$ cat src/rtl/cwfb_pkg.sv
// ----------------------------------------------------------------------------
// cwfb_pkg
// Shared types, constants and AES helper functions for the wake frame builder.
// ----------------------------------------------------------------------------
package cwfb_pkg;

  // configuration register indexes
  localparam logic [1:0] CFG_KEY_SEED     = 2'd0;
  localparam logic [1:0] CFG_COUNTRY_CODE = 2'd1;
  localparam logic [1:0] CFG_DEST_MAC     = 2'd2;
  localparam logic [1:0] CFG_SRC_MAC      = 2'd3;

  // radiotap modes
  localparam logic [1:0] RT_LEGACY = 2'd1;
  localparam logic [1:0] RT_MCS0   = 2'd2;

  localparam int FRAME_BYTES = 80;
  localparam int BODY_BYTES  = 67;
  localparam int CT_BYTES    = 25;
  localparam int MIC_BYTES   = 8;

  localparam logic [15:0] COUNTRY_RESET = 16'h5132;

  typedef struct packed {
    logic [3:0]  key_seed;
    logic [15:0] country_code;
    logic [47:0] dest_mac;
    logic [47:0] src_mac;
  } cfg_t;

  // byte 0 in the low bits throughout
  typedef struct packed {
    logic [8*CT_BYTES-1:0]  ct;
    logic [8*MIC_BYTES-1:0] mic;
  } crypt_t;

  typedef struct packed {
    logic [8*FRAME_BYTES-1:0] data;
    logic [3:0]               nwords;
    logic [3:0]               lastcnt;
  } frame_t;

  localparam logic [7:0] SBOX [256] = '{
    8'h63,8'h7c,8'h77,8'h7b,8'hf2,8'h6b,8'h6f,8'hc5,8'h30,8'h01,8'h67,8'h2b,8'hfe,8'hd7,8'hab,8'h76,
    8'hca,8'h82,8'hc9,8'h7d,8'hfa,8'h59,8'h47,8'hf0,8'had,8'hd4,8'ha2,8'haf,8'h9c,8'ha4,8'h72,8'hc0,
    8'hb7,8'hfd,8'h93,8'h26,8'h36,8'h3f,8'hf7,8'hcc,8'h34,8'ha5,8'he5,8'hf1,8'h71,8'hd8,8'h31,8'h15,
    8'h04,8'hc7,8'h23,8'hc3,8'h18,8'h96,8'h05,8'h9a,8'h07,8'h12,8'h80,8'he2,8'heb,8'h27,8'hb2,8'h75,
    8'h09,8'h83,8'h2c,8'h1a,8'h1b,8'h6e,8'h5a,8'ha0,8'h52,8'h3b,8'hd6,8'hb3,8'h29,8'he3,8'h2f,8'h84,
    8'h53,8'hd1,8'h00,8'hed,8'h20,8'hfc,8'hb1,8'h5b,8'h6a,8'hcb,8'hbe,8'h39,8'h4a,8'h4c,8'h58,8'hcf,
    8'hd0,8'hef,8'haa,8'hfb,8'h43,8'h4d,8'h33,8'h85,8'h45,8'hf9,8'h02,8'h7f,8'h50,8'h3c,8'h9f,8'ha8,
    8'h51,8'ha3,8'h40,8'h8f,8'h92,8'h9d,8'h38,8'hf5,8'hbc,8'hb6,8'hda,8'h21,8'h10,8'hff,8'hf3,8'hd2,
    8'hcd,8'h0c,8'h13,8'hec,8'h5f,8'h97,8'h44,8'h17,8'hc4,8'ha7,8'h7e,8'h3d,8'h64,8'h5d,8'h19,8'h73,
    8'h60,8'h81,8'h4f,8'hdc,8'h22,8'h2a,8'h90,8'h88,8'h46,8'hee,8'hb8,8'h14,8'hde,8'h5e,8'h0b,8'hdb,
    8'he0,8'h32,8'h3a,8'h0a,8'h49,8'h06,8'h24,8'h5c,8'hc2,8'hd3,8'hac,8'h62,8'h91,8'h95,8'he4,8'h79,
    8'he7,8'hc8,8'h37,8'h6d,8'h8d,8'hd5,8'h4e,8'ha9,8'h6c,8'h56,8'hf4,8'hea,8'h65,8'h7a,8'hae,8'h08,
    8'hba,8'h78,8'h25,8'h2e,8'h1c,8'ha6,8'hb4,8'hc6,8'he8,8'hdd,8'h74,8'h1f,8'h4b,8'hbd,8'h8b,8'h8a,
    8'h70,8'h3e,8'hb5,8'h66,8'h48,8'h03,8'hf6,8'h0e,8'h61,8'h35,8'h57,8'hb9,8'h86,8'hc1,8'h1d,8'h9e,
    8'he1,8'hf8,8'h98,8'h11,8'h69,8'hd9,8'h8e,8'h94,8'h9b,8'h1e,8'h87,8'he9,8'hce,8'h55,8'h28,8'hdf,
    8'h8c,8'ha1,8'h89,8'h0d,8'hbf,8'he6,8'h42,8'h68,8'h41,8'h99,8'h2d,8'h0f,8'hb0,8'h54,8'hbb,8'h16
  };

  function automatic logic [7:0] xt(input logic [7:0] v);
    return {v[6:0], 1'b0} ^ (v[7] ? 8'h1b : 8'h00);
  endfunction

  // MAC register holds the first byte on air in bits 47:40; put it at byte 0
  function automatic logic [47:0] mac_le(input logic [47:0] m);
    logic [47:0] r;
    for (int i = 0; i < 6; i++) begin
      r[8*i +: 8] = m[47-8*i -: 8];
    end
    return r;
  endfunction

  // SubBytes, ShiftRows and (unless last) MixColumns
  function automatic logic [127:0] aes_round(input logic [127:0] s, input logic last);
    logic [7:0]   t [16];
    logic [7:0]   a0, a1, a2, a3, x;
    logic [127:0] r;
    for (int c = 0; c < 4; c++) begin
      for (int w = 0; w < 4; w++) begin
        t[w+4*c] = SBOX[s[8*(w+4*((c+w)%4)) +: 8]];
      end
    end
    for (int c = 0; c < 4; c++) begin
      a0 = t[4*c];
      a1 = t[4*c+1];
      a2 = t[4*c+2];
      a3 = t[4*c+3];
      x  = a0 ^ a1 ^ a2 ^ a3;
      if (last) begin
        r[32*c +: 32] = {a3, a2, a1, a0};
      end else begin
        r[32*c      +: 8] = a0 ^ x ^ xt(a0 ^ a1);
        r[32*c + 8  +: 8] = a1 ^ x ^ xt(a1 ^ a2);
        r[32*c + 16 +: 8] = a2 ^ x ^ xt(a2 ^ a3);
        r[32*c + 24 +: 8] = a3 ^ x ^ xt(a3 ^ a0);
      end
    end
    return r;
  endfunction

  function automatic logic [127:0] key_next(input logic [127:0] rk, input logic [7:0] rc);
    logic [31:0]  t;
    logic [127:0] n;
    t[7:0]   = SBOX[rk[8*13 +: 8]] ^ rc;
    t[15:8]  = SBOX[rk[8*14 +: 8]];
    t[23:16] = SBOX[rk[8*15 +: 8]];
    t[31:24] = SBOX[rk[8*12 +: 8]];
    n[31:0]   = rk[31:0]   ^ t;
    n[63:32]  = rk[63:32]  ^ n[31:0];
    n[95:64]  = rk[95:64]  ^ n[63:32];
    n[127:96] = rk[127:96] ^ n[95:64];
    return n;
  endfunction

endpackage

$ cat src/rtl/cwfb_asm.sv
// ----------------------------------------------------------------------------
// cwfb_asm
// Two register stages: item capture, then assembly of the full frame image
// (radiotap, QoS header, CCMP header, ciphertext, MIC).
// ----------------------------------------------------------------------------
module cwfb_asm
  import cwfb_pkg::*;
(
  input  logic        clk,
  input  logic        rst_n,
  input  logic        acc,
  input  logic [11:0] frm_idx,
  input  logic [1:0]  rtap_sel,
  input  cfg_t        cfg,
  input  crypt_t      crypt,
  output logic        s1_rdy,
  output logic        frm_valid,
  output frame_t      frm,
  input  logic        frm_take
);

  logic        v1_r, v1_nxt;
  logic [11:0] idx_r;
  logic [1:0]  mode_r;
  logic        v2_r, v2_nxt;
  frame_t      frm_r;
  frame_t      frm_nxt;
  logic        s2_ld;

  logic [8*BODY_BYTES-1:0] body;
  logic [15:0]             seq;
  logic [47:0]             da, sa;

  assign s2_ld  = !v2_r || frm_take;
  assign s1_rdy = !v1_r || s2_ld;

  assign da  = mac_le(cfg.dest_mac);
  assign sa  = mac_le(cfg.src_mac);
  assign seq = 16'h02c0 + {4'h0, idx_r[11:4], 4'h0};

  always_comb begin
    body = '0;
    body[7:0]        = 8'h88;
    body[15:8]       = (idx_r[3:0] != 4'h0) ? 8'h49 : 8'h41;   // retry flag
    body[23:16]      = 8'h3c;
    body[8*4  +: 48] = da;
    body[8*10 +: 48] = sa;
    body[8*16 +: 48] = da;
    body[8*22 +: 16] = seq;
    body[8*24 +: 8]  = 8'h07;
    body[8*26 +: 8]  = 8'h01;                                   // PN 1
    body[8*29 +: 8]  = 8'h20;                                   // ext IV
    body[8*34 +: 8*CT_BYTES]  = crypt.ct;
    body[8*59 +: 8*MIC_BYTES] = crypt.mic;
  end

  always_comb begin
    unique case (mode_r)
      RT_LEGACY: begin
        frm_nxt.data    = {8'h00, body, 96'h00_08_00_0c_00_00_80_04_00_0c_00_00};
        frm_nxt.nwords  = 4'd10;
        frm_nxt.lastcnt = 4'd7;
      end
      RT_MCS0: begin
        frm_nxt.data    = {body, 104'h00_00_07_00_08_00_08_80_00_00_0d_00_00};
        frm_nxt.nwords  = 4'd10;
        frm_nxt.lastcnt = 4'd8;
      end
      default: begin
        frm_nxt.data    = {104'h0, body};
        frm_nxt.nwords  = 4'd9;
        frm_nxt.lastcnt = 4'd3;
      end
    endcase
  end

  assign v1_nxt = s1_rdy ? acc : v1_r;
  assign v2_nxt = s2_ld ? v1_r : v2_r;

  always_ff @(posedge clk) begin
    if (!rst_n) begin
      v1_r <= 1'b0;
      v2_r <= 1'b0;
    end else begin
      v1_r <= v1_nxt;
      v2_r <= v2_nxt;
    end
  end

  always_ff @(posedge clk) begin
    if (s1_rdy && acc) begin
      idx_r  <= frm_idx;
      mode_r <= rtap_sel;
    end
    if (s2_ld && v1_r) begin
      frm_r <= frm_nxt;
    end
  end

  assign frm_valid = v2_r;
  assign frm       = frm_r;

endmodule

$ cat config.mk
export PLATFORM = sky130hd
export DESIGN_NAME = cwfb_asm
export DESIGN_NICKNAME = d
export VERILOG_FILES = /design/src/rtl/cwfb_pkg.sv /design/src/rtl/cwfb_asm.sv
export SDC_FILE = /design/constraint.sdc
export NUM_CORES = 1
export LEC_CHECK = 0
export ABC_AREA = 1
export CORE_AREA = 3 3 412 414
export DETAILED_ROUTE_END_ITERATION = 6
export DIE_AREA = 0 0 415 417
export DONT_BUFFER_PORTS = 1
export GPL_TIMING_DRIVEN = 0
export HOLD_SLACK_MARGIN = 0.06
export PLACE_DENSITY = 0.33
export SYNTH_ARGS = -nofsm -noshare
export SYNTH_HDL_FRONTEND = slang
export SYNTH_SLANG_ARGS = --single-unit
$ cat constraint.sdc
create_clock -name clk -period 62.5 [get_ports clk]
set_input_delay 12.5 -clock clk [delete_from_list [all_inputs] [get_ports clk]]
set_output_delay 12.5 -clock clk [all_outputs]
set_load 0.02 [all_outputs]
* Yosys cells after proc, flatten, opt, wreduce, memory -nomap -nowiden *
Index checks and enable logic that the tools add are counted.

storage, ports and cells
  register bits after elaboration = 664
  output and inout bits = 650
  input bits = 398

cells by class
  reduce and logical (&&, ||, !) cells = 7
  add/sub/neg operators = 1
  muxes and demuxes = 2
  equal/unequal tests = 2

operator list
  kind                                           count
  case mux 648 bit (2 select lines)              1
  adder 10 x 12 -> 13 bit, first input constant  1
  2-to-1 mux 4 bit                               1
  nonzero test 4 bit                             1
  == test 2 x 1 -> 1 bit, second input constant  1
  == test 2 bit, second input constant           1
  logical AND 1 bit                              2
  logical NOT 1 bit                              2
  logical OR 1 bit                               2

* Logic depth before layout (Yosys ltp) *
  depth after elaboration = 4
  gate-level depth with buffers = 8
  depth with buffers taken out = 8

* Least setup slack after synthesis *
Ideal clock, no wire load.

  kind = input to register
  start = in frm_take
  end = reg frm_r, in the netlist frm[100], enable pin
  setup time = 1.802 ns
  arrival time = 41.840 ns
  path slack = 18.859 ns
  data required time = 60.698 ns
  stages on the path = 2
  cell sequence = inv_1 > a21oi_1

on the way
  word-level cells in the longest chain between the ends = 2

RTL lines
  element               RTL line        RTL
  from (decl)           cwfb_asm.sv:19  input logic frm_take
  logical OR 1 bit      cwfb_asm.sv:34  assign s2_ld = !v2_r || frm_take;
  logical AND 1 bit     cwfb_asm.sv:95  if (s2_ld && v1_r) begin
  to (signal assigned)  cwfb_asm.sv:96  frm_r <= frm_nxt;
  to (decl)             cwfb_asm.sv:26  frame_t frm_r;

Every way passes these cells.
A chain may end at the register's enable or synchronous reset.

* Final worst setup path *
  start = in frm_take
  end = out s1_rdy

on the way
  word-level cells in the longest chain between the ends = 2

RTL lines
  element           RTL line        RTL
  logical OR 1 bit  cwfb_asm.sv:34
  logical OR 1 bit  cwfb_asm.sv:35  assign s1_rdy = !v1_r || s2_ld;
  to (decl)         cwfb_asm.sv:16  output logic s1_rdy,

Every way passes these cells.

==> metrics <==
fmax just under 0.04 GHz; hold_sp v1_r$_SDFFE_PN0N_; drt total wl around 190 mm; total global-route track usage between 20 and 25%; Area Growth Syn to Fin 22.87%; Worst Path Required around 50000 ps; post-synth cell types 30; Post-DP Area about 0.030 mm2; multi-input logic area 0.005035 mm2; final count of hold timing violations 0; setup TNS 0 ps; crit end category output port; final instance area between 0.03 and 0.04 mm2; CP peak stage delay 390 ps; Core Area 0.1667 mm2; hold crit path type flip-flop to flip-flop; mapped cell area 0.02636 mm2; most frequent cells in the layout 628 x edfxtp_1, 428 x inv_1, 378 x nand2_1; synth warn 0; chip width approximately 420 um; drt via density 4.210; GRT busiest layer met2; Non-Filler Instances 4552; clk_lat worst skew slightly below 700 ps; adder-cell share of the synthesized area 0.1898%; CTS Buf Count 81; #FFs+latches synth 630; port bufs 0; crit path DAT 13000 ps; Top-Level Pins 1048; Final ANT Viol Nets 0; critical path fanouts, max 3; Synth Area per Inst 12.36 um2; final worst-path cycle share around two fifths; fillers 18242; Startpoint Class input pin; wire per inst ~41 um; minimum clock period 25500 ps; Root Driver clkbuf_16; Congestion Overflow GR 0; CP Cell Sequence inv_1, nand3_1; Slowest-stage cell, CP nand3_1; Synth Area in Simple Gates about 6.7%; post-cts sizing count 0; clock sink count 630; drt pass-1 iters 6; row count 150; CP Launch Point frm_take; first-pass GRT wire length 228.7 mm; Final Net Count 2670; main combinational cell family by area after synthesis compound AO/OA/AOI/OAI gates; CP top delay family simple AND/OR/NAND/NOR gates; Cells after Synth roughly 2100; vias in the first global route 18786; Post-Synth XOR/XNOR Area 0.03322%; worst slew pin tran approximately 1400 ps; ratio of cells with drive above 1 in the final layout 12.19%; Power Density around 35 mW/mm2; Worst Path Buf+Inv 1; Remaining DRCs 0; maximum vdd drop around 0.000017 V; RSZ-0062 raised after global routing no; skew final 35.24 ps; Max Slew Vio Count 0; worst-case clock buffer depth 3; hpwl dp 147.4 mm; routing usage on met3 ~6.4%; Worst-path clk slew 60 ps; leakage power figure ~12 nW; status complete, no violations; # placed instances 4389; largest net degree at the start of global routing 28; area of the die between 0.15 and 0.2 mm2; Max-Cap Viols 0; Compound-Gate Fraction of Synth Area 11.81%; via count between 15000 and 20000; launching point of the worst reg2reg path mode_r[0]$_DFFE_PP_; global-route track usage on met2 between 30% and 40%; post-synthesis mux area share 0%; Initial DRC Count 2212; pre-CTS setup slack 36980 ps; met1 GRT Util 22.55%; share of the yosys chip area belonging to registers a little under three quarters; Setup CP Type input pin to output port; H-tree levels 3; Post-CTS Setup Inserts 0; CTS tree yes; Die Y 417 um; most common cell after layout, fill and taps aside edfxtp_1; initial antenna violation count 31; Reg area 0.01890 mm2; gp weighted congestion 0.8617; setup violators final 0; Setup WS post-layout 37000 ps; Initial Utilization 15.82%; cts hold-fix bufs 0; Slew headroom 6.692%
-- cell families after synthesis --
kind of cell | count (synthesis)
compound gates | 469
xor+xnor | 1
fa+ha+maj | 4
buf+inv | 593
flops | 630
other cells | 2
simple gates | 434
-- area by class of cell --
type | instances | share of cell area, %
buffer | 161 | 2.827
tap | 2204 | 8.513
clock buffer | 110 | 6.779
inverter | 432 | 5.006
antenna | 19 | 0.1468
timing repair buffer | 28 | 1.916
sequential | 630 | 58.34
multi-input combinational | 934 | 15.54
clock inverter | 34 | 0.9270
-- Yosys cell counts --
library cell	number	area share, %
a22oi_1	48	1.4
nor2_2	1	0.024
o22ai_1	149	3.5
buf_2	83	1.6
buf_1	9	0.13
o21ai_1	53	1.0
xnor2_1	1	0.033
nand2_4	1	0.043
o32ai_1	1	0.033
nand3_1	15	0.28
dfxtp_1	2	0.15
inv_1	428	6.1
conb_1	2	0.028
clkbuf_1	18	0.26
or2_1	31	0.74
a21oi_1	15	0.28
o211ai_1	28	0.80
o221ai_1	100	3.3
o21ai_0	71	1.3
buf_6	3	0.13
o21bai_1	4	0.11
buf_4	48	1.4
nand2_1	378	5.4
nor2_4	1	0.043
inv_2	4	0.057
or2_2	3	0.071
nand3b_1	1	0.028
ha_1	4	0.19
nor2_1	3	0.043
edfxtp_1	628	72
-- report_power, final --
group	internal (mW)	switching (mW)	total, mW	leakage [nW]
combinational	0.0287	0.0955	0.124	5.19
clock	0.252	0.204	0.457	1.20
sequential	0.502	0.0479	0.549	6.01
-- worst paths after layout --
kind | end | slack, ps | cells after the start
setup / recovery | s1_rdy | 37000 | 2
hold / removal | frm_valid$_SDFFE_PN0P_ | 530 | 2
setup reg to reg | frm[390]$_DFFE_PP_ | 59320 | 8
hold reg to reg | frm_valid$_SDFFE_PN0P_ | 530 | 2
-- routing by layer --
layer	wire length (um)	part of all wire, %
met1	65890	35
met3	16520	8.9
met2	97770	53
met5	0	0
met4	5451	2.9
-- stage by stage --
stage / utilization, % / hold slack [ps] / total power, mW
3_5_place_dp: 17.91 / 534.0 / 0.6867
4_1_cts: 19.41 / 527.9 / 1.149
3_3_place_gp: 17.53 / 457.7 / 0.7245
2_1_floorplan: - / 447.3 / 0.6282
6_report: 19.44 / 531.6 / 1.131
5_1_grt: 19.42 / 568.2 / 1.170
-- registers in the layout, indices dropped and copies added, names as in the netlist --
register   count
v1_r           1
frm_valid      1
mode_r         2
frm          614
idx_r         12
Power figures use the tool's default switching activity.
