### src/rtl/cwfb_pkg.sv
// ----------------------------------------------------------------------------
// cwfb_pkg
// Shared types, constants and AES helper functions for the wake frame builder.
// ----------------------------------------------------------------------------
package cwfb_pkg;

  // configuration register indexes
  localparam logic [1:0] CFG_KEY_SEED     = 2'd0;
  localparam logic [1:0] CFG_COUNTRY_CODE = 2'd1;
  localparam logic [1:0] CFG_DEST_MAC     = 2'd2;
  localparam logic [1:0] CFG_SRC_MAC      = 2'd3;

  // radiotap modes
  localparam logic [1:0] RT_LEGACY = 2'd1;
  localparam logic [1:0] RT_MCS0   = 2'd2;

  localparam int FRAME_BYTES = 80;
  localparam int BODY_BYTES  = 67;
  localparam int CT_BYTES    = 25;
  localparam int MIC_BYTES   = 8;

  localparam logic [15:0] COUNTRY_RESET = 16'h5132;

  typedef struct packed {
    logic [3:0]  key_seed;
    logic [15:0] country_code;
    logic [47:0] dest_mac;
    logic [47:0] src_mac;
  } cfg_t;

  // byte 0 in the low bits throughout
  typedef struct packed {
    logic [8*CT_BYTES-1:0]  ct;
    logic [8*MIC_BYTES-1:0] mic;
  } crypt_t;

  typedef struct packed {
    logic [8*FRAME_BYTES-1:0] data;
    logic [3:0]               nwords;
    logic [3:0]               lastcnt;
  } frame_t;

  localparam logic [7:0] SBOX [256] = '{
    8'h63,8'h7c,8'h77,8'h7b,8'hf2,8'h6b,8'h6f,8'hc5,8'h30,8'h01,8'h67,8'h2b,8'hfe,8'hd7,8'hab,8'h76,
    8'hca,8'h82,8'hc9,8'h7d,8'hfa,8'h59,8'h47,8'hf0,8'had,8'hd4,8'ha2,8'haf,8'h9c,8'ha4,8'h72,8'hc0,
    8'hb7,8'hfd,8'h93,8'h26,8'h36,8'h3f,8'hf7,8'hcc,8'h34,8'ha5,8'he5,8'hf1,8'h71,8'hd8,8'h31,8'h15,
    8'h04,8'hc7,8'h23,8'hc3,8'h18,8'h96,8'h05,8'h9a,8'h07,8'h12,8'h80,8'he2,8'heb,8'h27,8'hb2,8'h75,
    8'h09,8'h83,8'h2c,8'h1a,8'h1b,8'h6e,8'h5a,8'ha0,8'h52,8'h3b,8'hd6,8'hb3,8'h29,8'he3,8'h2f,8'h84,
    8'h53,8'hd1,8'h00,8'hed,8'h20,8'hfc,8'hb1,8'h5b,8'h6a,8'hcb,8'hbe,8'h39,8'h4a,8'h4c,8'h58,8'hcf,
    8'hd0,8'hef,8'haa,8'hfb,8'h43,8'h4d,8'h33,8'h85,8'h45,8'hf9,8'h02,8'h7f,8'h50,8'h3c,8'h9f,8'ha8,
    8'h51,8'ha3,8'h40,8'h8f,8'h92,8'h9d,8'h38,8'hf5,8'hbc,8'hb6,8'hda,8'h21,8'h10,8'hff,8'hf3,8'hd2,
    8'hcd,8'h0c,8'h13,8'hec,8'h5f,8'h97,8'h44,8'h17,8'hc4,8'ha7,8'h7e,8'h3d,8'h64,8'h5d,8'h19,8'h73,
    8'h60,8'h81,8'h4f,8'hdc,8'h22,8'h2a,8'h90,8'h88,8'h46,8'hee,8'hb8,8'h14,8'hde,8'h5e,8'h0b,8'hdb,
    8'he0,8'h32,8'h3a,8'h0a,8'h49,8'h06,8'h24,8'h5c,8'hc2,8'hd3,8'hac,8'h62,8'h91,8'h95,8'he4,8'h79,
    8'he7,8'hc8,8'h37,8'h6d,8'h8d,8'hd5,8'h4e,8'ha9,8'h6c,8'h56,8'hf4,8'hea,8'h65,8'h7a,8'hae,8'h08,
    8'hba,8'h78,8'h25,8'h2e,8'h1c,8'ha6,8'hb4,8'hc6,8'he8,8'hdd,8'h74,8'h1f,8'h4b,8'hbd,8'h8b,8'h8a,
    8'h70,8'h3e,8'hb5,8'h66,8'h48,8'h03,8'hf6,8'h0e,8'h61,8'h35,8'h57,8'hb9,8'h86,8'hc1,8'h1d,8'h9e,
    8'he1,8'hf8,8'h98,8'h11,8'h69,8'hd9,8'h8e,8'h94,8'h9b,8'h1e,8'h87,8'he9,8'hce,8'h55,8'h28,8'hdf,
    8'h8c,8'ha1,8'h89,8'h0d,8'hbf,8'he6,8'h42,8'h68,8'h41,8'h99,8'h2d,8'h0f,8'hb0,8'h54,8'hbb,8'h16
  };

  function automatic logic [7:0] xt(input logic [7:0] v);
    return {v[6:0], 1'b0} ^ (v[7] ? 8'h1b : 8'h00);
  endfunction

  // MAC register holds the first byte on air in bits 47:40; put it at byte 0
  function automatic logic [47:0] mac_le(input logic [47:0] m);
    logic [47:0] r;
    for (int i = 0; i < 6; i++) begin
      r[8*i +: 8] = m[47-8*i -: 8];
    end
    return r;
  endfunction

  // SubBytes, ShiftRows and (unless last) MixColumns
  function automatic logic [127:0] aes_round(input logic [127:0] s, input logic last);
    logic [7:0]   t [16];
    logic [7:0]   a0, a1, a2, a3, x;
    logic [127:0] r;
    for (int c = 0; c < 4; c++) begin
      for (int w = 0; w < 4; w++) begin
        t[w+4*c] = SBOX[s[8*(w+4*((c+w)%4)) +: 8]];
      end
    end
    for (int c = 0; c < 4; c++) begin
      a0 = t[4*c];
      a1 = t[4*c+1];
      a2 = t[4*c+2];
      a3 = t[4*c+3];
      x  = a0 ^ a1 ^ a2 ^ a3;
      if (last) begin
        r[32*c +: 32] = {a3, a2, a1, a0};
      end else begin
        r[32*c      +: 8] = a0 ^ x ^ xt(a0 ^ a1);
        r[32*c + 8  +: 8] = a1 ^ x ^ xt(a1 ^ a2);
        r[32*c + 16 +: 8] = a2 ^ x ^ xt(a2 ^ a3);
        r[32*c + 24 +: 8] = a3 ^ x ^ xt(a3 ^ a0);
      end
    end
    return r;
  endfunction

  function automatic logic [127:0] key_next(input logic [127:0] rk, input logic [7:0] rc);
    logic [31:0]  t;
    logic [127:0] n;
    t[7:0]   = SBOX[rk[8*13 +: 8]] ^ rc;
    t[15:8]  = SBOX[rk[8*14 +: 8]];
    t[23:16] = SBOX[rk[8*15 +: 8]];
    t[31:24] = SBOX[rk[8*12 +: 8]];
    n[31:0]   = rk[31:0]   ^ t;
    n[63:32]  = rk[63:32]  ^ n[31:0];
    n[95:64]  = rk[95:64]  ^ n[63:32];
    n[127:96] = rk[127:96] ^ n[95:64];
    return n;
  endfunction

endpackage

### src/rtl/cwfb_ser.sv
// ----------------------------------------------------------------------------
// cwfb_ser
// Word serialiser: holds one frame image and shifts it out 64 bits at a time
// through a registered output stage.
// ----------------------------------------------------------------------------
module cwfb_ser
  import cwfb_pkg::*;
(
  input  logic        clk,
  input  logic        rst_n,
  input  logic        frm_valid,
  input  frame_t      frm,
  output logic        frm_take,
  output logic        out_valid,
  input  logic        out_stall,
  output logic [63:0] out_frame_word,
  output logic [3:0]  out_byte_count,
  output logic        out_last_word
);

  logic                     act_r, act_nxt;
  logic [8*FRAME_BYTES-1:0] buf_r;
  logic [3:0]               rem_r;
  logic [3:0]               lastcnt_r;
  logic                     ov_r, ov_nxt;
  logic [63:0]              word_r;
  logic [3:0]               cnt_r;
  logic                     last_r;
  logic                     out_ld, emit, is_last;

  assign out_ld   = !ov_r || !out_stall;
  assign emit     = act_r && out_ld;
  assign is_last  = (rem_r == 4'd1);
  assign frm_take = !act_r || (emit && is_last);

  assign act_nxt = frm_take ? frm_valid : act_r;
  assign ov_nxt  = out_ld ? emit : ov_r;

  always_ff @(posedge clk) begin
    if (!rst_n) begin
      act_r <= 1'b0;
      ov_r  <= 1'b0;
    end else begin
      act_r <= act_nxt;
      ov_r  <= ov_nxt;
    end
  end

  always_ff @(posedge clk) begin
    if (emit) begin
      word_r <= buf_r[63:0];
      cnt_r  <= is_last ? lastcnt_r : 4'd8;
      last_r <= is_last;
    end
    if (frm_take && frm_valid) begin
      buf_r     <= frm.data;
      rem_r     <= frm.nwords;
      lastcnt_r <= frm.lastcnt;
    end else if (emit) begin
      buf_r <= buf_r >> 64;
      rem_r <= rem_r - 4'd1;
    end
  end

  assign out_valid      = ov_r;
  assign out_frame_word = word_r;
  assign out_byte_count = cnt_r;
  assign out_last_word  = last_r;

endmodule

### config.mk
export PLATFORM = sky130hd
export DESIGN_NAME = cwfb_ser
export DESIGN_NICKNAME = d
export VERILOG_FILES = /design/src/rtl/cwfb_pkg.sv /design/src/rtl/cwfb_ser.sv
export SDC_FILE = /design/constraint.sdc
export NUM_CORES = 1
export LEC_CHECK = 0
export ABC_CLOCK_PERIOD_IN_PS = 11800
export BUFFER_PORTS_ARGS = -buffer_cell sky130_fd_sc_hd__buf_2
export CORE_AREA = 2 2 277 279
export DETAILED_ROUTE_END_ITERATION = 12
export DIE_AREA = 0 0 279 281
export PLACE_DENSITY_LB_ADDON = 0.3
export SYNTH_ARGS = -nofsm -noshare
export SYNTH_HDL_FRONTEND = slang
export SYNTH_SLANG_ARGS = --single-unit
### constraint.sdc
create_clock -name clk -period 11.8 [get_ports clk]
set_input_delay 1.77 -clock clk [delete_from_list [all_inputs] [get_ports clk]]
set_output_delay 1.77 -clock clk [all_outputs]
set_load 0.01 [all_outputs]
Word level (Yosys, flattened, before mapping)
Index checks and enable logic that the tools add are counted.

word-level totals
  bits in registers = 719

cells by class
  add/sub/neg operators = 1
  equal/unequal tests = 1
  muxes and demuxes = 4
  reductions and logical operators = 9

operators with widths
  cell                                                                number
  640-bit two-way mux                                                 2
  4-bit two-way mux                                                   2
  4-bit by 1-bit == test with 1-bit output, second input constant     1
  4-bit by 1-bit subtractor with 4-bit output, second input constant  1
  1-bit logical AND                                                   3
  1-bit zero test                                                     3
  1-bit logical OR                                                    2
  2-bit nonzero test                                                  1

Logic depth before layout (Yosys ltp)
Gate-level depths: netlist (run 1).

  word-level depth = 7
  mapped depth = 9
  mapped depth without buffers = 6

Worst setup path after synthesis (run 1)
No wires, ideal clock.

  kind = input port to flip-flop
  start point = input port out_stall
  end point = register buf_r[0], enable pin
  arrival time = 11.326 ns
  path slack = -0.273 ns
  stages on the path = 3
  cell sequence = nand2_1 -> and2_1 -> or2_2

between the ends
  cells in the longest elaborated chain, start to end = 7

ends and longest elaborated chain
  item                                     line            text
  start: declaration                       cwfb_ser.sv:15  input logic out_stall,
  1-bit zero test (*)                      cwfb_ser.sv:31  assign out_ld = !ov_r || !out_stall;
  1-bit logical OR (*)                     cwfb_ser.sv:31
  1-bit logical AND (*)                    cwfb_ser.sv:32  assign emit = act_r && out_ld;
  net emit                                 cwfb_ser.sv:29  logic out_ld, emit, is_last;
  1-bit logical AND                        cwfb_ser.sv:34  assign frm_take = !act_r || (emit && is_last);
  1-bit logical OR                         cwfb_ser.sv:34
  1-bit logical AND                        cwfb_ser.sv:55  if (frm_take && frm_valid) begin
  2-bit nonzero test (no source line) (*)  --
  end signal: assignment                   cwfb_ser.sv:56  buf_r <= frm.data;
  end signal: assignment                   cwfb_ser.sv:60  buf_r <= buf_r >> 64;
  end: declaration                         cwfb_ser.sv:22  logic [8*FRAME_BYTES-1:0] buf_r;

Mark *: on every way through the listed nets, which the timed path passes. The rest lies on a longest branch.
A chain may end at the register's enable or synchronous reset.

Final worst setup path (run 1)
  start point = input port out_stall
  end point = register buf_r[143], enable pin

The elaborated chain is that of the path after synthesis.

==> run metrics, run 1 <==
status complete, no violations; Post-Syn Nets 2112; 1st-pass router iterations 5; Die W 279 µm; DRC 0; Post-Route Utilization 50.00%; setup total negative slack 0 ps; VDD IR max 0.09669 mV; most common flop cell mapped by yosys edfxtp_1; Required @ worst endpoint 12030 ps; Die Area 0.07840 mm²; worst-case reg-to-reg path depth 7; largest delay contributor family on the critical path simple AND/OR/NAND/NOR gates; NumNets Final 2860; FF-to-FF Start rem_r[0]; cts bufs inserted 80; sequential share of the synthesized area 70.04%; total core area 0.07544 mm²; Distinct cells, synth 25; synthesized cell area 0.03080 mm²; Max transition margin 24.82%; worst-path maximum fanout 183; sequence of cells on the critical path buf_2, nand2_1, and2_4, or2_4, buf_12, buf_12; Power Density 175.3 mW/mm²; root buf cell clkbuf_16; Port Buffers 722; largest net degree at the start of global routing 184; Least-Margin Pin Slew 1128 ps; most used cell, CP buf_12; Starting DRT DRC Count 1018; Worst Hold Class flip-flop to flip-flop; Levels on crit path 6; Initial Util 40.82%; synthesis-to-layout area growth 22.49%; Clock Latency Late Sink 630 ps; Worst R2R End buf_r[143]; layout cells sized above 1 62.96%; syn avg cell area 21.12 µm²; hold_buf cts 0; Final ANT Viol Nets 0; CP startpoint out_stall; Num Clock Sinks 719; routed wire length 71.55 mm; Post-DP Area 0.03519 mm²; drt wl/cell 21.92 µm; initial antenna violation count 41; Yosys top cell by area edfxtp_1; Final Cell Area 0.03772 mm²; gp weighted congestion 0.8529; Area contributors post-synth edfxtp_1 70%, mux2_4 20%, mux2_2 6.5%; GR Util met1 20.75%; drt via density 4.688; CP max stage delay 810 ps; row cnt 101; Async S/R FF share, synth 0%; CP Capture Type flip-flop; CTS Buffer Depth 3; top-count cell post-synth edfxtp_1; LEAKAGE 15.68 nW; period utilisation layout 41.26%; #FFs+latches synth 719; WP buf/inv 3; met2 global-route usage 29.83%; Highest Clock Rate 0.2054 GHz; Global Route Usage Sum 17.39%; Worst Setup Start Kind input port; Post-CTS Setup Inserts 0; IO Pins 723; unrepaired setup endpoints after global routing false; Clock transition at path regs 50 ps; final slew viol count 0; chip height 281 µm; vias in the first global route 16168; number of max-cap violations 0; Synth top cells by count 717 x edfxtp_1, 400 x mux2_4, 179 x mux2_2, 68 x and2_1, 44 x buf_6; first-pass GRT wire length 100.5 mm; reg2reg setup slack 7600 ps; busiest layer in global routing met2; Hold Violations, Final 0; CTS tree done; WS Path Type input port to flip-flop; hpwl dp 52.36 mm; Synth top area share 69.91%; final setup violation count 0; Synth warnings 0; M3 GR Usage 4.705%; Cells after Synth 1458; Post-synth EDFFs 717; Clock Skew 41.04 ps; Arrival @ worst endpoint 5100 ps; Worst Setup EP buf_r[143]; remaining global-route overflow 0; critical path's slowest cell or2_4; DR vias 15300; fin crit period 4869 ps; CTS H-Tree Depth 3; cts repair resizes 0
-- through the flow --
stage	power [mW]	hold WS, ps	setup slack, ps	cells
after detailed placement	4.313	404.5	6344	3102
final	6.613	416.6	6931	3264
after global placement	4.279	401.1	6405	3102
after CTS	6.691	417.0	7025	3243
after floorplan	4.092	400.3	458.6	1458
after global routing	6.866	423.6	6726	3263
-- per-layer routing --
layer	share of wire, %	vias to the layer above
met5	0.30	-
met1	40	7413
met3	6.1	156
li1	-	7236
met2	51	461
met4	2.8	34
-- cell usage in the layout, fill, tap and decap left out, types with 3 or more instances in the layout --
cell type	netlist	layout
buf_2	20	722
edfxtp_1	717	717
mux2_4	400	400
mux2_2	179	179
clkbuf_16	0	81
and2_1	68	67
diode_2	0	21
clkbuf_1	3	21
clkinv_1	0	15
buf_4	1	11
clkinv_2	0	9
inv_1	4	4
buf_12	0	4
bufinv_16	0	3
-- logic make-up (layout without fill, tap and decap cells) --
group	Yosys count	in the layout	synth area share, %
buf+inv	76	883	2.104
fa+ha+maj	2	2	0.08124
mux	580	580	26.08
simple gates	75	75	1.552
other cells	0	21	0
flops	719	719	70.04
xor+xnor	2	2	0.05689
compound gates	4	4	0.08533
-- worst reg2reg max path, cell delays in order, from the launching register on --
cell,delay [ps]
edfxtp_1,420
ha_1,220
nor3b_4,180
a31oi_4,210
buf_4,620
buf_4,990
buf_4,870
mux2_2,430
-- registers in the layout (all words and copies together) (netlist names) --
| signal | cells |
|---|---|
| lastcnt_r | 4 |
| act_r | 1 |
| buf_r | 640 |
| rem_r | 4 |
| out_valid | 1 |
| out_last_word | 1 |
| out_byte_count | 4 |
| out_frame_word | 64 |
-- where the power goes --
part	switching [mW]	leakage [nW]	total [mW]	internal [mW]
registers	0.110	7.09	3.38	3.27
clock network	1.01	1.20	2.37	1.35
logic	0.350	7.38	0.864	0.514
-- area by class of cell --
cell class | count | area [µm²]
tap | 978 | 1224
timing repair buffer | 737 | 3776
multi-input combinational | 663 | 8598
inverter | 5 | 18.77
antenna | 21 | 52.55
fill | 6328 | 37720
clock buffer | 104 | 2133
sequential | 719 | 21570
clock inverter | 37 | 349.1
-- how the worst min path moves through the flow --
stage,start,to,slack [ps],depth (start not counted)
final,buf_r[37],out_frame_word[37],420,0
after global routing,buf_r[15],out_frame_word[15],420,0
after CTS,buf_r[51],out_frame_word[51],420,0
after detailed placement,buf_r[20],out_frame_word[20],400,0
after global placement,buf_r[41],out_frame_word[41],400,0
after floorplan,buf_r[0],out_frame_word[0],400,0
No activity file was read; power rests on OpenSTA's default activity.
==> run 2: changes to the inputs <==
--- a/config.mk
+++ b/config.mk
@@ -5,11 +5,11 @@
 export SDC_FILE = /design/constraint.sdc
 export NUM_CORES = 1
 export LEC_CHECK = 0
-export ABC_CLOCK_PERIOD_IN_PS = 11800
+export ABC_CLOCK_PERIOD_IN_PS = 5100
 export BUFFER_PORTS_ARGS = -buffer_cell sky130_fd_sc_hd__buf_2
-export CORE_AREA = 2 2 277 279
+export CORE_AREA = 2 2 280 282
 export DETAILED_ROUTE_END_ITERATION = 12
-export DIE_AREA = 0 0 279 281
+export DIE_AREA = 0 0 282 284
 export PLACE_DENSITY_LB_ADDON = 0.3
 export SYNTH_ARGS = -nofsm -noshare
 export SYNTH_HDL_FRONTEND = slang
==> constraint.sdc (replaced) <==
create_clock -name clk -period 5.1 [get_ports clk]
set_input_delay 0.765 -clock clk [delete_from_list [all_inputs] [get_ports clk]]
set_output_delay 0.765 -clock clk [all_outputs]
set_load 0.01 [all_outputs]
==> run 2 against run 1 <==
Compared with the run above:
- routed wire length hardly changed
- utilization down 0.20 points
- first-iteration DRC count decreased by 12%
- sequential power grew 130%
- sequential share of layout area decreased by 0.90 points
- flip-flop and latch count is the same
- hold slack got worse by 92 ps
- power increased by 140%
- highest routed layer unchanged
==> run metrics, run 2 (synthesis gave the netlist of run 1 again) <==
Port Buffers 722 (unchanged); CP Capture Type flip-flop; CTS tree done; Highest Clock Rate 0.3390 GHz; routed wire length 71.57 mm (about the same); Filler cells 6444 (+1.8%); period utilisation layout 57.84%; chip height 284 µm (+1.1%); Final ANT Viol Nets 0 (unchanged); initial antenna violation count 53 (+29%); 1st-pass router iterations 4 (-1); root buf cell clkbuf_16; VDD IR max 0.2623 mV (+170%); layout cells sized above 1 63.64% (+0.68 points); CTS Buffer Depth 3 (unchanged); total core area 0.07696 mm² (+2.0%); FF-to-FF Start rem_r[0]; Initial Util 40.02% (-0.80 points); hpwl dp 53.20 mm (+1.6%); Clock Skew 20.90 ps (-20.14 ps); WS Path Type flip-flop to flip-flop; Post-CTS Setup Inserts 0 (unchanged); unrepaired setup endpoints after global routing false; Post-Route Utilization 49.80% (-0.20 points); Max transition margin 33.24% (+8.4 points); row cnt 102 (+0.99%); NumNets Final 2877 (+0.59%); most common cell after layout, fill and taps aside buf_2; DRC 0 (unchanged); Required @ worst endpoint 5450 ps (-6580 ps); number of max-cap violations 0 (unchanged); Starting DRT DRC Count 895 (-12%); final setup violation count 0 (unchanged); cts bufs inserted 79 (-1.3%); Cells after DPL 3182 (+2.6%); synthesis-to-layout area growth 24.44%; Arrival @ worst endpoint 3300 ps (-1800 ps); Clock transition at path regs 60 ps (about the same); Global Route Usage Sum 17.29% (-0.10 points); status complete, no violations; cts repair resizes 0 (unchanged); first-pass GRT wire length 102.4 mm (+1.9%); final slew viol count 0 (unchanged); CTS H-Tree Depth 3 (unchanged); max reg flops 640 (unchanged); Top reg by flops buf_r; Worst Hold Class input port to flip-flop; final worst slack 2150 ps (-4781 ps); remaining global-route overflow 0 (unchanged); Least-Margin Pin Slew 1001 ps (-126.4 ps); largest net degree at the start of global routing 125 (-32%); vias in the first global route 16650 (+3.0%); Setup WS pre-CTS 1969 ps (-4375 ps); Power Density 409.6 mW/mm² (+130%); Clock Latency Late Sink 620 ps (about the same); DR vias 15429 (+0.84%); IO Pins 723 (unchanged); drt via density 4.576 (-2.4%); Hold Violations, Final 0 (unchanged); Die W 282 µm (+1.1%); CP startpoint rem_r[0]; setup total negative slack 0 ps (unchanged); worst-path maximum fanout 124 (-32%); Die Area 0.08009 mm² (+2.2%); Worst Setup Start Kind flip-flop; Layout Cells excl Fill 3372 (+3.3%); gp weighted congestion 0.8666 (+1.6%); Num Clock Sinks 719 (unchanged); LEAKAGE 15.91 nW (+1.5%); fin crit period 2950 ps; total power 15.70 mW (+140%); commonest cells after routing, fill and taps aside 722 x buf_2, 717 x edfxtp_1, 400 x mux2_4; hold_buf cts 0 (unchanged); drt wl/cell 21.22 µm (-3.2%); hold_sp frm[0]
## run 2: cell count changes in the layout (fill, tap and decap cells not counted), moves of 5 or more
cell,previous run,this run
diode_2,21,44
clkinv_1,15,20
buf_4,11,22
bufinv_16,3,11
clkbuf_1,21,10
buf_12,4,11
## run 2: layer usage
metal / GRT usage, % / share of wire, % / wire (µm) / vias up
li1: - / - / - / 7293
met1: 20.31 / 39 / 27880 / 7494
met2: 29.19 / 51 / 36430 / 477
met3: 4.355 / 6.3 / 4529 / 149
met4: 8.816 / 3.7 / 2623 / 16
met5: 0 / 0.15 / 105 / -
## run 2: final timing paths
check | to | slack [ps] | depth (start not counted)
min reg2reg | out_frame_word[34] | 400 | 0
max | buf_r[41] | 2150 | 6
max reg2reg | buf_r[41] | 2150 | 6
min | lastcnt_r[0] | 320 | 1
## run 2: per-stage QoR
step / hold WS (ps) / area [µm²]
floorplan: 400.3 / 30820
global placement: 401.8 / 35500
detailed placement: 404.5 / 35500
CTS: 274.9 / 38210
global route: 280.5 / 38310
finish: 324.2 / 38320
## run 2: critical path, stage by stage (launching register included)
cell,delay (ps)
edfxtp_1,410
ha_1,210
nor3b_4,180
a31oi_4,260
buf_12,400
buf_12,500
mux2_2,420
## run 2: cell type report
type,instances,area [µm²],share of cell area [%]
Clock buffer,90,2039,5.322
Multi-Input combinational cell,663,8615,22.48
Inverter,5,18.77,0.04897
Timing Repair Buffer,755,3999,10.43
Clock inverter,56,669.4,1.747
Sequential cell,719,21570,56.29
Antenna cell,44,110.1,0.2873
Tap cell,1040,1301,3.395
## run 2: power by group
group	internal [mW]	switching, mW	total (mW)
Combinational	1.21	0.834	2.05
Sequential	7.56	0.238	7.80
Clock	3.47	2.38	5.85
